**src/rtl/core/esd_pkg.sv**
```systemverilog
// esd_pkg: shared types and constants for the escape sequence string decoder
// transfer payload structs and the decoded length bound; no dependencies
`timescale 1ns / 1ps
package esd_pkg;

  localparam int unsigned MAX_LENGTH = 4096;
  localparam int unsigned LEN_W      = 13;

  typedef struct packed {
    logic [7:0] in_byte;
    logic       in_last;
  } in_item_t;

  typedef struct packed {
    logic [7:0]       out_byte;
    logic             out_last;
    logic [LEN_W-1:0] out_length;
  } out_item_t;

endpackage

```
**src/rtl/core/escape_sequence_string_decoder.sv**
```systemverilog
// escape_sequence_string_decoder: streaming backslash, caret and key-prefix decoder
// an input transfer passes the input register and then the result register
// throughput: 1 input byte per cycle while the result register can load; a byte
//   that yields k results holds it until all k are taken (k is at most 3)
// reset: rst_ni clears the input valid flag and the result count and puts the decoder
//   in plain text mode; all decode state also returns there after a last byte
// depends on esd_pkg
`timescale 1ns / 1ps
module escape_sequence_string_decoder
  import esd_pkg::*;
(
  input  logic      clk_i,
  input  logic      rst_ni,
  input  logic      in_valid_i,
  output logic      in_stall_o,
  input  in_item_t  in_data_i,
  output logic      out_valid_o,
  input  logic      out_stall_i,
  output out_item_t out_data_o
);

  localparam logic [2:0] MODE_PLAIN     = 3'd0;
  localparam logic [2:0] MODE_HELD_M    = 3'd1;
  localparam logic [2:0] MODE_HELD_C    = 3'd2;
  localparam logic [2:0] MODE_BACKSLASH = 3'd3;
  localparam logic [2:0] MODE_CTRL      = 3'd4;
  localparam logic [2:0] MODE_OCTAL     = 3'd5;

  localparam logic [7:0] CH_ESC   = 8'h1b;
  localparam logic [7:0] CH_CR    = 8'h0d;
  localparam logic [7:0] CH_BEL   = 8'h07;
  localparam logic [7:0] CH_SPACE = 8'h20;
  localparam logic [7:0] CH_DASH  = 8'h2d;
  localparam logic [7:0] CH_BSL   = 8'h5c;
  localparam logic [7:0] CH_CARET = 8'h5e;
  localparam logic [7:0] CH_QUEST = 8'h3f;
  localparam logic [7:0] CH_RBRK  = 8'h5d;
  localparam logic [7:0] CH_LOW_E = 8'h65;
  localparam logic [7:0] CH_LOW_C = 8'h63;

  localparam logic [LEN_W-1:0] LEN_MAX = LEN_W'(MAX_LENGTH + 1);

  function automatic logic [7:0] to_lower(input logic [7:0] b);
    to_lower = (b inside {[8'h41:8'h5a]}) ? (b + 8'd32) : b;
  endfunction

  function automatic logic [7:0] ctrl_of(input logic [7:0] b);
    ctrl_of = (b == CH_QUEST) ? 8'h7f : {3'b000, b[4:0]};
  endfunction

  function automatic logic [7:0] escape_of(input logic [7:0] b);
    case (to_lower(b))
      8'h6e:   escape_of = 8'h0a;  // n
      8'h72:   escape_of = 8'h0d;  // r
      8'h74:   escape_of = 8'h09;  // t
      8'h62:   escape_of = 8'h08;  // b
      8'h66:   escape_of = 8'h0c;  // f
      8'h61:   escape_of = 8'h07;  // a
      8'h76:   escape_of = 8'h0b;  // v
      8'h65:   escape_of = 8'h1b;  // e
      default: escape_of = b;
    endcase
  endfunction

  // input register
  logic     in_valid_q;
  in_item_t in_q;

  // decode state
  logic [2:0]       mode_q, mode_d;
  logic [7:0]       oct_q, oct_d;
  logic [7:0]       prev_q, prev_d;
  logic [7:0]       held_q, held_d;
  logic [15:0]      ft_q, ft_d;
  logic [7:0]       lo_q, lo_d;
  logic [LEN_W-1:0] cnt_q, cnt_d;

  // result register
  out_item_t  ent_q [3];
  out_item_t  ent_d [3];
  logic [1:0] res_cnt_q;
  logic [1:0] total;

  logic advance, xfer, load_ok;

  // plain text handling of the current byte
  logic       pl_emit;
  logic [2:0] pl_mode;
  logic [7:0] pl_held;

  logic [7:0] b;
  logic       lst;

  assign b   = in_q.in_byte;
  assign lst = in_q.in_last;

  always_comb begin
    logic eligible;
    eligible = (prev_q <= CH_SPACE) || (prev_q >= 8'h7f);
    pl_emit  = 1'b0;
    pl_mode  = MODE_PLAIN;
    pl_held  = held_q;
    if (b == CH_BSL) begin
      if (!lst) pl_mode = MODE_BACKSLASH;
    end else if (b == CH_CARET) begin
      if (!lst) pl_mode = MODE_CTRL;
    end else if ((to_lower(b) == 8'h6d) && !lst && eligible) begin
      pl_held = b;
      pl_mode = MODE_HELD_M;
    end else if ((to_lower(b) == CH_LOW_C) && !lst) begin
      pl_held = b;
      pl_mode = MODE_HELD_C;
    end else begin
      pl_emit = 1'b1;
    end
  end

  // main decode: up to two bytes, then the terminal suffix
  logic [7:0] mv [2];
  logic [1:0] mn;

  always_comb begin
    logic       is_dig;
    logic [7:0] oct_new;
    is_dig  = b inside {[8'h30:8'h37]};
    oct_new = {oct_q[4:0], b[2:0]};
    mode_d  = MODE_PLAIN;
    oct_d   = oct_q;
    prev_d  = b;
    held_d  = held_q;
    mv[0]   = b;
    mv[1]   = b;
    mn      = 2'd0;
    case (mode_q)
      MODE_HELD_M: begin
        if (b == CH_DASH) begin
          mv[0]  = CH_ESC;
          mn     = 2'd1;
          prev_d = CH_LOW_E;
        end else begin
          mv[0]  = held_q;
          mn     = pl_emit ? 2'd2 : 2'd1;
          mode_d = pl_mode;
          held_d = pl_held;
        end
      end
      MODE_HELD_C: begin
        if (b == CH_DASH) begin
          if (!lst) mode_d = MODE_CTRL;
        end else begin
          mv[0]  = held_q;
          mn     = pl_emit ? 2'd2 : 2'd1;
          mode_d = pl_mode;
          held_d = pl_held;
        end
      end
      MODE_BACKSLASH: begin
        if (is_dig) begin
          oct_d = {5'b00000, b[2:0]};
          if (lst) begin
            mv[0] = {5'b00000, b[2:0]};
            mn    = 2'd1;
          end else begin
            mode_d = MODE_OCTAL;
          end
        end else if (to_lower(b) == CH_LOW_C) begin
          if (!lst) mode_d = MODE_CTRL;
        end else begin
          mv[0] = escape_of(b);
          mn    = 2'd1;
        end
      end
      MODE_CTRL: begin
        mv[0] = ctrl_of(b);
        mn    = 2'd1;
      end
      MODE_OCTAL: begin
        if (is_dig) begin
          oct_d  = oct_new;
          mode_d = MODE_OCTAL;
          if (lst) begin
            mv[0] = oct_new;
            mn    = 2'd1;
          end
        end else begin
          mv[0]  = oct_q;
          mn     = pl_emit ? 2'd2 : 2'd1;
          mode_d = pl_mode;
          held_d = pl_held;
        end
      end
      default: begin
        mn     = pl_emit ? 2'd1 : 2'd0;
        mode_d = pl_mode;
        held_d = pl_held;
      end
    endcase
  end

  // running count, first two bytes and last byte through each emitted byte
  always_comb begin
    logic             app;
    logic [7:0]       abyte;
    logic [7:0]       second;
    logic [LEN_W-1:0] len [3];
    logic [7:0]       val [3];
    ft_d   = ft_q;
    cnt_d  = cnt_q;
    lo_d   = lo_q;
    app    = 1'b0;
    abyte  = CH_CR;
    val[0] = mv[0];
    val[1] = mv[1];
    val[2] = 8'h00;
    for (int i = 0; i < 3; i++) len[i] = cnt_q;
    for (int i = 0; i < 2; i++) begin
      if (2'(i) < mn) begin
        if (cnt_d == '0) ft_d = {8'h00, mv[i]};
        else if (cnt_d == LEN_W'(1)) ft_d[15:8] = mv[i];
        if (cnt_d < LEN_MAX) cnt_d = cnt_d + LEN_W'(1);
        lo_d   = mv[i];
        len[i] = cnt_d;
      end
    end
    second = ft_d[15:8];
    if (lst && (cnt_d >= LEN_W'(2)) && (ft_d[7:0] == CH_ESC)) begin
      if (to_lower(second) == 8'h78) begin
        app   = (lo_d != CH_CR);
        abyte = CH_CR;
      end else if (second == CH_RBRK) begin
        app   = (lo_d != CH_BEL);
        abyte = CH_BEL;
      end
    end
    if (app) begin
      if (cnt_d < LEN_MAX) cnt_d = cnt_d + LEN_W'(1);
      lo_d = abyte;
      val[mn] = abyte;
      len[mn] = cnt_d;
    end
    total = mn + {1'b0, app};
    for (int i = 0; i < 3; i++) begin
      ent_d[i].out_byte   = val[i];
      ent_d[i].out_last   = 1'b0;
      ent_d[i].out_length = len[i];
    end
    // empty final step still reports the length
    if (lst && (total == 2'd0)) begin
      ent_d[0].out_byte   = 8'h00;
      ent_d[0].out_length = cnt_d;
      total = 2'd1;
    end
    if (lst) ent_d[total - 2'd1].out_last = 1'b1;
  end

  assign out_valid_o = (res_cnt_q != 2'd0);
  assign out_data_o  = ent_q[0];
  assign xfer        = out_valid_o && !out_stall_i;
  assign load_ok     = (res_cnt_q == 2'd0) || ((res_cnt_q == 2'd1) && xfer);
  assign advance     = in_valid_q && load_ok;
  assign in_stall_o  = in_valid_q && !load_ok;

  always_ff @(posedge clk_i or negedge rst_ni) begin
    if (!rst_ni) begin
      in_valid_q <= 1'b0;
    end else if (in_valid_i && !in_stall_o) begin
      in_valid_q <= 1'b1;
    end else if (advance) begin
      in_valid_q <= 1'b0;
    end
  end

  always_ff @(posedge clk_i) begin
    if (in_valid_i && !in_stall_o) begin
      in_q <= in_data_i;
    end
  end

  always_ff @(posedge clk_i or negedge rst_ni) begin
    if (!rst_ni) begin
      mode_q <= MODE_PLAIN;
      oct_q  <= 8'h00;
      prev_q <= CH_SPACE;
      held_q <= 8'h00;
      ft_q   <= 16'h0000;
      lo_q   <= 8'h00;
      cnt_q  <= '0;
    end else if (advance) begin
      if (lst) begin
        // string done, back to the start-of-string state
        mode_q <= MODE_PLAIN;
        oct_q  <= 8'h00;
        prev_q <= CH_SPACE;
        held_q <= 8'h00;
        ft_q   <= 16'h0000;
        lo_q   <= 8'h00;
        cnt_q  <= '0;
      end else begin
        mode_q <= mode_d;
        oct_q  <= oct_d;
        prev_q <= prev_d;
        held_q <= held_d;
        ft_q   <= ft_d;
        lo_q   <= lo_d;
        cnt_q  <= cnt_d;
      end
    end
  end

  always_ff @(posedge clk_i or negedge rst_ni) begin
    if (!rst_ni) begin
      res_cnt_q <= 2'd0;
    end else if (advance && (total != 2'd0)) begin
      res_cnt_q <= total;
    end else if (xfer) begin
      res_cnt_q <= res_cnt_q - 2'd1;
    end
  end

  always_ff @(posedge clk_i) begin
    if (advance && (total != 2'd0)) begin
      for (int i = 0; i < 3; i++) ent_q[i] <= ent_d[i];
    end else if (xfer) begin
      ent_q[0] <= ent_q[1];
      ent_q[1] <= ent_q[2];
    end
  end

endmodule

```
**config.mk**
```make
export PLATFORM = sky130hd
export DESIGN_NAME = escape_sequence_string_decoder
export DESIGN_NICKNAME = d
export VERILOG_FILES = /design/src/rtl/core/esd_pkg.sv /design/src/rtl/core/escape_sequence_string_decoder.sv
export SDC_FILE = /design/constraint.sdc
export NUM_CORES = 1
export LEC_CHECK = 0
export ABC_AREA = 1
export BUFFER_PORTS_ARGS = -buffer_cell sky130_fd_sc_hd__buf_2
export CORE_MARGIN = 2
export CORE_UTILIZATION = 40
export CTS_CLUSTER_SIZE = 20
export DETAILED_ROUTE_END_ITERATION = 10
export SLEW_MARGIN = 30
export SYNTH_ARGS = -nofsm -noshare
export SYNTH_HDL_FRONTEND = slang
export SYNTH_SLANG_ARGS = --single-unit
```
**constraint.sdc**
```tcl
create_clock -name clk_i -period 9.4 [get_ports clk_i]
set_input_delay 1.41 -clock clk_i [delete_from_list [all_inputs] [get_ports clk_i]]
set_output_delay 1.41 -clock clk_i [all_outputs]
set_load 0.02 [all_outputs]
```
# After elaboration in Yosys (flattened, before gate mapping)
# Memory sizes are Yosys's and may differ from the RTL's.
# Index checks and enable logic that the tools add are counted.
# Widths: inputs -> output; s select.
dict set report totals {
  ff_bits 76
  ramBits 66
  inputBits 13
  out_inout_bits 24
  elab_cells 215
  memories 1
}
# name words word_bits read_ports rd_ports_with_merged_regs write_ports line
set memory_table {}
lappend memory_table {ent_q 3 22 3 0 3 escape_sequence_string_decoder.sv:79} ;# out_item_t ent_q [3];
dict set report op_classes {
  addsub 8
  magnitude_cmp 18
  eq_ne 32
  n_mux 105
  bitwise_logic 4
  n_reduce_logical 36
}
# op n
set op_table {}
lappend op_table {{$mux 8} 34}
lappend op_table {{$mux 13} 11}
lappend op_table {{$eq 8x7->1 const B} 14}
lappend op_table {{$bwmux 66} 1}
lappend op_table {{$mux 66} 1}
lappend op_table {{$pmux 8 s8} 1}
lappend op_table {{$mux 16} 3}
lappend op_table {{$demux 22 s2} 1}
lappend op_table {{$mux 22} 2}
lappend op_table {{$pmux 8 s5} 1}
lappend op_table {{$add 13x1->13 const B} 3}
lappend op_table {{$bwmux 39} 1}
lappend op_table {{$lt 13x13->1 const B} 3}
lappend op_table {{$mux 39} 1}
lappend op_table {{$demux 13 s2} 1}
lappend op_table {{$eq 13x1->1 const B} 2}
lappend op_table {{$logic_not 13->1} 2}
lappend op_table {{$bwmux 24} 1}
lappend op_table {{$ge 8x7->1 const B} 3}
lappend op_table {{$mux 24} 1}
lappend op_table {{$mux 3} 8}
lappend op_table {{$pmux 8 s3} 1}
lappend op_table {{$mux 2} 10}
lappend op_table {{$logic_and 1x1->1} 17}
lappend op_table {{other kinds (37)} 80}

# Longest topological paths before layout
# Gate-level depths: netlist of run 1.
dict set report logic_depth {
  depth_word 37
  mapped_depth 55
  ltp_nobuf 53
}

# Least setup slack after synthesis of run 1
# Ideal clock, no wire load.
dict set report synth_path {
  kind {reg-to-reg}
  start {register in_q, in the netlist b[5]}
  end {register res_cnt_q[1]}
  setup_ps 103
  t_arrival_ps 6633
  t_required_ps 9297
  setup_slack_ps 2664
  path_stages_with_launch 48
  path_buffers 1
  period_less_slack_ps 6736
  cell_sequence {edfxtp_1 > inv_2 > ha_1 > nand2_1 > nor2_1 > nand2_1 > nand2_1 > nand3_1 > nand3_2 > nor2_4 > nand2_1 > nand3_1 > a21oi_1 > nand3_2 > nand2_4 > nand2_4 > buf_6 > o21ai_4 > (+12 left out) > nand3_4 > nand2_1 > inv_1 > nand2_1 > nand2_1 > inv_1 > ha_1 > or2_2 > nand2_1 > nor2_1 > o21ai_0 > inv_1 > nor2_1 > inv_1 > nor2_1 > inv_1 > o21ai_0 > o21ai_0}
}
dict set report synth_between {
  elab_chain_len 31
  word_cells_on_any_way 90
  cone_classes {add/sub (4); order compare (10); eq/ne (20); mux (42); reduce/logical (14)}
}
# element line
set synth_rtl {}
lappend synth_rtl {{start, declared} escape_sequence_string_decoder.sv:67} ;# in_item_t in_q;
lappend synth_rtl {{start signal, assigned} escape_sequence_string_decoder.sv:275} ;# in_q <= in_data_i;
lappend synth_rtl {{$ge 8x7->1 or $le 8x7->1 (tied branches)} escape_sequence_string_decoder.sv:44} ;# to_lower = (b inside {[8'h41:8'h5a]}) ? (b + 8'd32) : b;
lappend synth_rtl {{$logic_and 1x1->1} escape_sequence_string_decoder.sv:44}
lappend synth_rtl {{$mux 8} escape_sequence_string_decoder.sv:44}
lappend synth_rtl {{$eq 8x7->1 (on tied branches)} {escape_sequence_string_decoder.sv:110, escape_sequence_string_decoder.sv:166, escape_sequence_string_decoder.sv:107}}
lappend synth_rtl {{$logic_and 1x1->1 (on tied branches)} {escape_sequence_string_decoder.sv:110, escape_sequence_string_decoder.sv:107}}
lappend synth_rtl {{$mux 1 or $logic_and 1x1->1 (tied branches)} {escape_sequence_string_decoder.sv:110, escape_sequence_string_decoder.sv:107}}
lappend synth_rtl {{$mux 1} escape_sequence_string_decoder.sv:107} ;# end else if ((to_lower(b) == 8'h6d) && !lst && eligible) begin
lappend synth_rtl {{$mux 1} escape_sequence_string_decoder.sv:105} ;# end else if (b == CH_CARET) begin
lappend synth_rtl {{(+15 left out)} -}
lappend synth_rtl {{$mux 1} escape_sequence_string_decoder.sv:226} ;# if (lst && (cnt_d >= LEN_W'(2)) && (ft_d[7:0] == CH_ESC)) begin
lappend synth_rtl {{$add 2x1->2 *} escape_sequence_string_decoder.sv:241} ;# total = mn + {1'b0, app};
lappend synth_rtl {{$logic_not 2->1} escape_sequence_string_decoder.sv:248} ;# if (lst && (total == 2'd0)) begin
lappend synth_rtl {{$logic_and 1x1->1} escape_sequence_string_decoder.sv:248}
lappend synth_rtl {{$mux 2 *} escape_sequence_string_decoder.sv:248}
lappend synth_rtl {{$reduce_bool 2->1} escape_sequence_string_decoder.sv:313} ;# end else if (advance && (total != 2'd0)) begin
lappend synth_rtl {{$logic_and 1x1->1} escape_sequence_string_decoder.sv:313}
lappend synth_rtl {{$mux 2 or $reduce_bool 2->1 (tied branches)} -}
lappend synth_rtl {{end signal, assigned} escape_sequence_string_decoder.sv:314} ;# res_cnt_q <= total;
lappend synth_rtl {{end signal, assigned} escape_sequence_string_decoder.sv:316} ;# res_cnt_q <= res_cnt_q - 2'd1;
lappend synth_rtl {{end, declared} escape_sequence_string_decoder.sv:81} ;# logic [1:0] res_cnt_q;
# Every way passes the cells marked *; elsewhere a longest branch is shown, timed or not.
# A chain may end at the register's enable or synchronous reset.

==> impl_metrics.csv, run 1 <==
group,metric,value,unit
pwr,leakagePower,5.493,nW
outcome,outcome,"completed",
cts,cts_tree,"built",
pwr,total_power,0.004447,W
synthesis,synthTopCellsByCount,"nand2_1 (439), inv_1 (187), nand3_1 (151)",
timing,fin_skew,0.02339,ns
placement,portBuffers,36,
drt,postRouteAntennaNets,0,
cts,cts_buffers,17,
floorplan,rows,59,
cts,cts.sinks,137,
drt,drtIter0Drc,1345,
cts,clockRootBuffer,"clkbuf_16",
pwr,ir_drop,200.3,uV
layout,fin_nets,1553,
setup_path,worstSetupEndpointType,"register",
synthesis,synth_edf_count,70,
grt,grt_max_degree,68,
pwr,power_density,390.7,nW/um2
synthesis,synthArstFlopShare,48.91,%
timing,finalSetupViolCount,0,
cts,clockBufferDepth,2,
timing,finalSetupTns,0,ns
grt,overflow,0,
synthesis,synth_most_common_cell,"nand2_1",
setup_path,crit_type,"reg -> reg",
drt,dr.pass1.iters,6,
cts,holdBufCountCts,0,
layout,fin_cells,1874,
timing,hold_viol,0,
timing,fin_crit,8.536,ns
grt,grt_pass1_wl,53.51,mm
timing,worst_pin_slew,0.8995,ns
drt,wl_per_cell,18.03,um
grt,track_usage,24.44,%
setup_path,required,9.56,ns
hold_path,hold_class,"reg -> reg",
synthesis,synth_top_area_share,20.06,%
cts,cts.clk_slew.worst_paths,0.06,ns
job,cap_violations,0,
drt,vias,10300,
synthesis,yosysUniqueCellTypes,61,
floorplan,die_h,165.8,um
synthesis,syn_inst,1532,
drt,via_per_inst,5.494,
synthesis,synth_fp_nets,1559,
synthesis,yosys.area.top_type,"edfxtp_1",
synthesis,yosysWarnings,0,
synthesis,synth_seq_cells,137,
drt,wl,33.79,mm
placement,dp.cells,1841,
drt,drc,0,
setup_path,cp_max_fo,34,
synthesis,netlist_area,10480,um2
timing,slew_viol_final,0,
floorplan,ios,37,
timing,relSlewSlack,39.97,%
cts,clk_latency,0.44,ns
layout,syn_to_final_growth,8.634,%
synthesis,synth_seq_area_share,36.08,%
layout,diodes,0,
placement,gp_congestion,0.9669,
grt,grt_pass1_vias,9493,
synthesis,synth_area_leaders,"edfxtp_1 (20%), dfrtp_1 (16%), nand2_1 (16%)",
setup_path,cp.arrival,8.70,ns
setup_path,slowest_delay,0.59,ns
placement,dp_hpwl,24.42,mm
timing,timing.final.crit_share,90.81,%
grt,antenna_found_initial,0,
layout,drive_above_1_share,10.59,%
setup_path,critPathMostFrequentCell,"nand2_1",
floorplan,core_area,25910,um2
layout,fin_util,43.93,%
timing,timing.fmax,117.1,MHz
synthesis,syn_area_per_cell,6.839,um2
synthesis,synthFlopType,"edfxtp_1",
floorplan,die_area,27500,um2
cts,h-tree-depth,4,
setup_path,cp-start-kind,"register",
floorplan,die_w,165.8,um
floorplan,initial_utilization,40.44,%
setup_path,crit_slowest_cell,"edfxtp_1",
timing,rsz0062_at_grt,"no",
==> final cells by class <==
type,count,area (um2)
Clock buffer,20,467.9
Clock inverter,12,115.1
Fill cell,2645,14530
Inverter,206,777.0
Multi-Input combinational cell,1108,5489
Sequential cell,137,3780
Tap cell,335,419.2
Timing Repair Buffer,55,326.6
Timing Repair inverter,1,7.507
==> where the power goes <==
part	internal [W]	switching, W	leakage (nW)
combinational	0.000762	0.00193	3.62
clock	0.000390	0.000281	0.283
sequential	0.000950	0.000138	1.59
total	0.00210	0.00235	5.49
==> cells in the final DEF, fill, tap and decap left out, types with 3 or more instances in the layout <==
master	count
nand2_1	439
o21ai_0	79
o211ai_1	10
ha_1	14
edfxtp_1	70
o21ai_1	45
clkinv_4	4
inv_2	14
nand3_1	151
clkbuf_16	18
nand4_1	22
buf_4	18
xor2_1	13
clkinv_1	6
o21ai_2	6
clkinvlp_4	4
nand2_2	17
nor4_1	3
o31ai_1	4
dfrtp_1	66
inv_1	185
o221ai_1	4
nor2_2	8
a22o_1	6
a2111oi_0	3
a31oi_1	3
o2111ai_1	3
a22oi_1	4
a21oi_1	38
nor2_4	4
o22ai_1	27
buf_2	36
nor2_1	137
nor3_1	21
nand3b_1	4
nand3_2	7
nand2_4	6
==> timing repair <==
item                                    4_1_cts  5_1_grt
endpoints found under the setup margin        0       19
gates resized for setup                       0        4
setup buffers                                 0        0
==> final timing paths <==
path | from | end | slack, ns | depth (start not counted)
max | b[0] | ent_q[0][37] | 0.86 | 46
min | held_q[5] | held_q[5] | 0.48 | 2
max reg2reg | b[0] | ent_q[0][37] | 0.86 | 46
min reg2reg | held_q[5] | held_q[5] | 0.48 | 2
max in group asynchronous | rst_ni | cnt_q[4] | 7.80 | 2
min in group asynchronous | rst_ni | ft_q[10] | 1.12 | 2
==> sequential cells by signal, indices dropped and copies added, names as in the netlist <==
name        cells
lst             1
in_valid_q      1
res_cnt_q       2
mode_q          3
b               8
cnt_q          13
ft_q           16
oct_q           8
ent_q          61
held_q          8
lo_q            8
prev_q          8
==> layer usage <==
| layer | vias to the layer above | track usage (%) | wire, um |
|---|---|---|---|
| met4 | 0 | 5.671 | 528 |
| met1 | 4706 | 36.42 | 15700 |
| met5 | - | 0 | 0 |
| met3 | 45 | 6.459 | 3613 |
| li1 | 5016 | - | - |
| met2 | 529 | 35.27 | 13950 |
==> metrics by stage <==
step	hold WS, ns	worst slack [ns]	instance area (um2)
after detailed placement	0.4602	0.8520	10770
final	0.4810	0.8637	11380
after CTS	0.4772	0.8183	11350
after global routing	0.5105	0.08159	11380
after floorplan	0.4438	2.664	10480
after global placement	0.4665	1.011	10770
==> cell families after synthesis <==
logic type	count (synthesis)	share of synthesized area [%]
adder cells (fa/ha/maj)	14	1.672
buffers and inverters	287	11.80
flip-flops	137	36.08
AO/OA/AOI/OAI	247	13.97
multiplexers	1	0.09554
AND/OR/NAND/NOR	831	35.13
XOR/XNOR	15	1.254
==> critical path, delay by kind of cell (launching register included) <==
family / cells / cell delay (ns)
buf+inv: 16 / 2.76
compound gates: 4 / 0.52
fa+ha+maj: 2 / 0.42
flops: 1 / 0.59
simple gates: 24 / 3.94
(Power assumes the default switching activity.)
==> run 2, diff against run 1 <==
--- a/config.mk
+++ b/config.mk
@@ -5,7 +5,6 @@
 export SDC_FILE = /design/constraint.sdc
 export NUM_CORES = 1
 export LEC_CHECK = 0
-export ABC_AREA = 1
 export BUFFER_PORTS_ARGS = -buffer_cell sky130_fd_sc_hd__buf_2
 export CORE_MARGIN = 2
 export CORE_UTILIZATION = 40
==> run 2 against run 1 <==
  * Non-clock buffer count rose by 11
  * Highest routed layer unchanged
  * Cell count fell by 14%
  * Sequential cell count did not move
  * Critical path type unchanged
  * Power fell by 16%
  * Synthesized cell count fell by 16%
  * Critical endpoint is now ent_q[0][5]
  * Critical path depth fell by 17
  * Fmax fell by 0.31%
  * Clock power rose by 2%
  * Register-to-register slack got worse by 0.03 ns
  * Largest power group unchanged
==> impl_metrics.csv, run 2 <==
group,metric,value,unit
synthesis,synth_fp_nets,1308,
drt,vias,10200,
placement,dp.cells,1571,
layout,multi_input_area,6270,um2
floorplan,die_area,28120,um2
drt,drc,0,
cts,h-tree-depth,4,
layout,largest_register,"ent_q",
hold_path,hold_class,"reg -> reg",
layout,fin_cells,1603,
timing,finalSetupViolCount,0,
drt,via_per_inst,6.364,
cts,post_cts_buffers,0,
timing,timing.fmax,116.8,MHz
layout,syn_to_final_growth,8.404,%
synthesis,yosysWarnings,0,
grt,track_usage,26.80,%
setup_path,cp-start-kind,"register",
outcome,outcome,"completed",
synthesis,synth_seq_area_share,35.26,%
drt,wl_per_cell,23.41,um
layout,mostFrequentLayoutCell,"nand2_1",
cts,cts.sinks,137,
setup_path,cp_max_fo,31,
timing,fin_crit,8.563,ns
cts,clockBufferDepth,2,
layout,biggestRegsByFlops,"ent_q: 61 flops, ft_q: 16 flops, cnt_q: 13 flops",
placement,dp_hpwl,26.57,mm
layout,drive_above_1_share,13.01,%
cts,clockRootBuffer,"clkbuf_16",
synthesis,yosysUniqueCellTypes,98,
grt,grt_pass1_vias,9606,
layout,diodes,0,
cts,cts_tree,"built",
cts,clk_latency,0.44,ns
drt,drtIter0Drc,1240,
synthesis,synth_edf_count,70,
timing,finalSetupTns,0,ns
grt,grt_pass1_wl,58.28,mm
synthesis,synth_most_common_cell,"nand2_1",
floorplan,initial_utilization,40.90,%
drt,dr.pass1.iters,7,
grt,grt_max_degree,45,
setup_path,slowest_delay,0.58,ns
drt,postRouteAntennaNets,0,
layout,fin_nets,1282,
synthesis,synthArstFlopShare,48.91,%
timing,timing.final.crit_share,91.10,%
floorplan,core_area,26210,um2
timing,fin_skew,0.01367,ns
setup_path,cp.arrival,8.76,ns
synthesis,synth_area_leaders,"edfxtp_1 (20%), dfrtp_1 (15%), nand2_1 (5.7%)",
synthesis,synth_top_area_share,19.61,%
pwr,leakagePower,4.459,nW
layout,most-common-layout-cells,"nand2_1 (162), nor2_1 (108), o21ai_0 (102)",
setup_path,worstSetupEndpointType,"register",
grt,overflow,0,
layout,nFillCells,2592,
cts,cts_buffers,17,
timing,hold_viol,0,
synthesis,syn_area_per_cell,8.368,um2
cts,holdBufCountCts,0,
layout,regArea,3780,um2
floorplan,rows,59,
cts,cts-resized-gates,0,
layout,fin_util,44.34,%
setup_path,required,9.60,ns
placement,portBuffers,36,
timing,worst_pin_slew,0.9892,ns
cts,cts.clk_slew.worst_paths,0.07,ns
pwr,total_power,0.003754,W
floorplan,die_w,167.7,um
pwr,power_density,323.1,nW/um2
synthesis,yosys.area.top_type,"edfxtp_1",
synthesis,netlist_area,10720,um2
synthesis,syn_inst,1281,
synthesis,synth_seq_cells,137,
floorplan,die_h,167.7,um
timing,rsz0062_at_grt,"no",
timing,hold_slack,0.4831,ns
timing,slew_viol_final,0,
setup_path,crit_type,"reg -> reg",
grt,antenna_found_initial,0,
setup_path,crit_slowest_cell,"mux2_2",
placement,gp_congestion,0.9430,
job,cap_violations,0,
drt,wl,37.53,mm
synthesis,synthFlopType,"edfxtp_1",
setup_path,critPathMostFrequentCell,"nand2_1",
pwr,ir_drop,144.4,uV
layout,largest_reg_flops,61,
synthesis,synthTopCellsByCount,"nand2_1 (162), nor2_1 (109), o21ai_0 (104)",
floorplan,ios,37,
timing,relSlewSlack,34.05,%
run 2: area by class of cell:
class | instances | share of cell area (%)
clock buffer | 18 | 3.779
timing repair buffer | 66 | 3.683
tap | 335 | 3.607
clock inverter | 14 | 1.088
multi-input combinational | 991 | 53.96
inverter | 42 | 1.357
sequential | 137 | 32.53
run 2: worst max-delay path, delay by kind of cell (launching register included):
| kind | cells | cell delay, ns |
|---|---|---|
| DFF | 1 | 0.32 |
| AOI/OAI and AO/OA | 9 | 2.73 |
| muxes | 1 | 0.58 |
| xor gates and xnor gates | 1 | 0.48 |
| adders and majority gates | 3 | 0.95 |
| and+or+nand+nor | 10 | 2.02 |
| buffers and inverters | 5 | 1.24 |
run 2: where the power goes:
| part | leakage [nW] | switching (W) | total (W) | internal (W) |
|---|---|---|---|---|
| Clock | 0.270 | 0.000327 | 0.000682 | 0.000356 |
| Combinational | 2.61 | 0.00134 | 0.00198 | 0.000639 |
| Sequential | 1.58 | 0.000163 | 0.00109 | 0.000929 |
| Total | 4.46 | 0.00183 | 0.00375 | 0.00192 |
run 2: cell families (layout without fill, tap and decap cells):
logic type / Yosys count / after routing / synth area share, %
and+or+nand+nor: 475 / 475 / 21.66
AOI/OAI and AO/OA: 408 / 408 / 26.33
buffers and inverters: 153 / 140 / 6.653
DFF: 137 / 137 / 35.26
xor gates and xnor gates: 53 / 53 / 4.401
muxes: 41 / 41 / 4.050
adders and majority gates: 14 / 14 / 1.634
run 2: path summary, 6_finish.rpt:
check	from	to	slack, ns	cells after the start
min	lo_q[0]	lo_q[0]	0.48	1
min reg2reg	lo_q[0]	lo_q[0]	0.48	1
min in group asynchronous	rst_ni	held_q[0]	0.90	1
max reg2reg	b[5]	ent_q[0][5]	0.84	29
max in group asynchronous	rst_ni	prev_q[5]	7.90	2
max	b[5]	ent_q[0][5]	0.84	29
run 2: routing by layer:
metal | vias up | wire length, um | track usage, %
met5 | - | 0 | 0
li1 | 4683 | - | -
met2 | 514 | 16700 | 40.77
met1 | 4918 | 16720 | 38.22
met3 | 86 | 3048 | 5.200
met4 | 0 | 1054 | 9.036
run 2: stage by stage:
stage                     area (um2)  setup slack, ns
final                          11620           0.8370
after floorplan                10720            1.478
after global routing           11620           0.1240
after detailed placement       11050            1.004
after global placement         11020            1.200
after CTS                      11620           0.9448
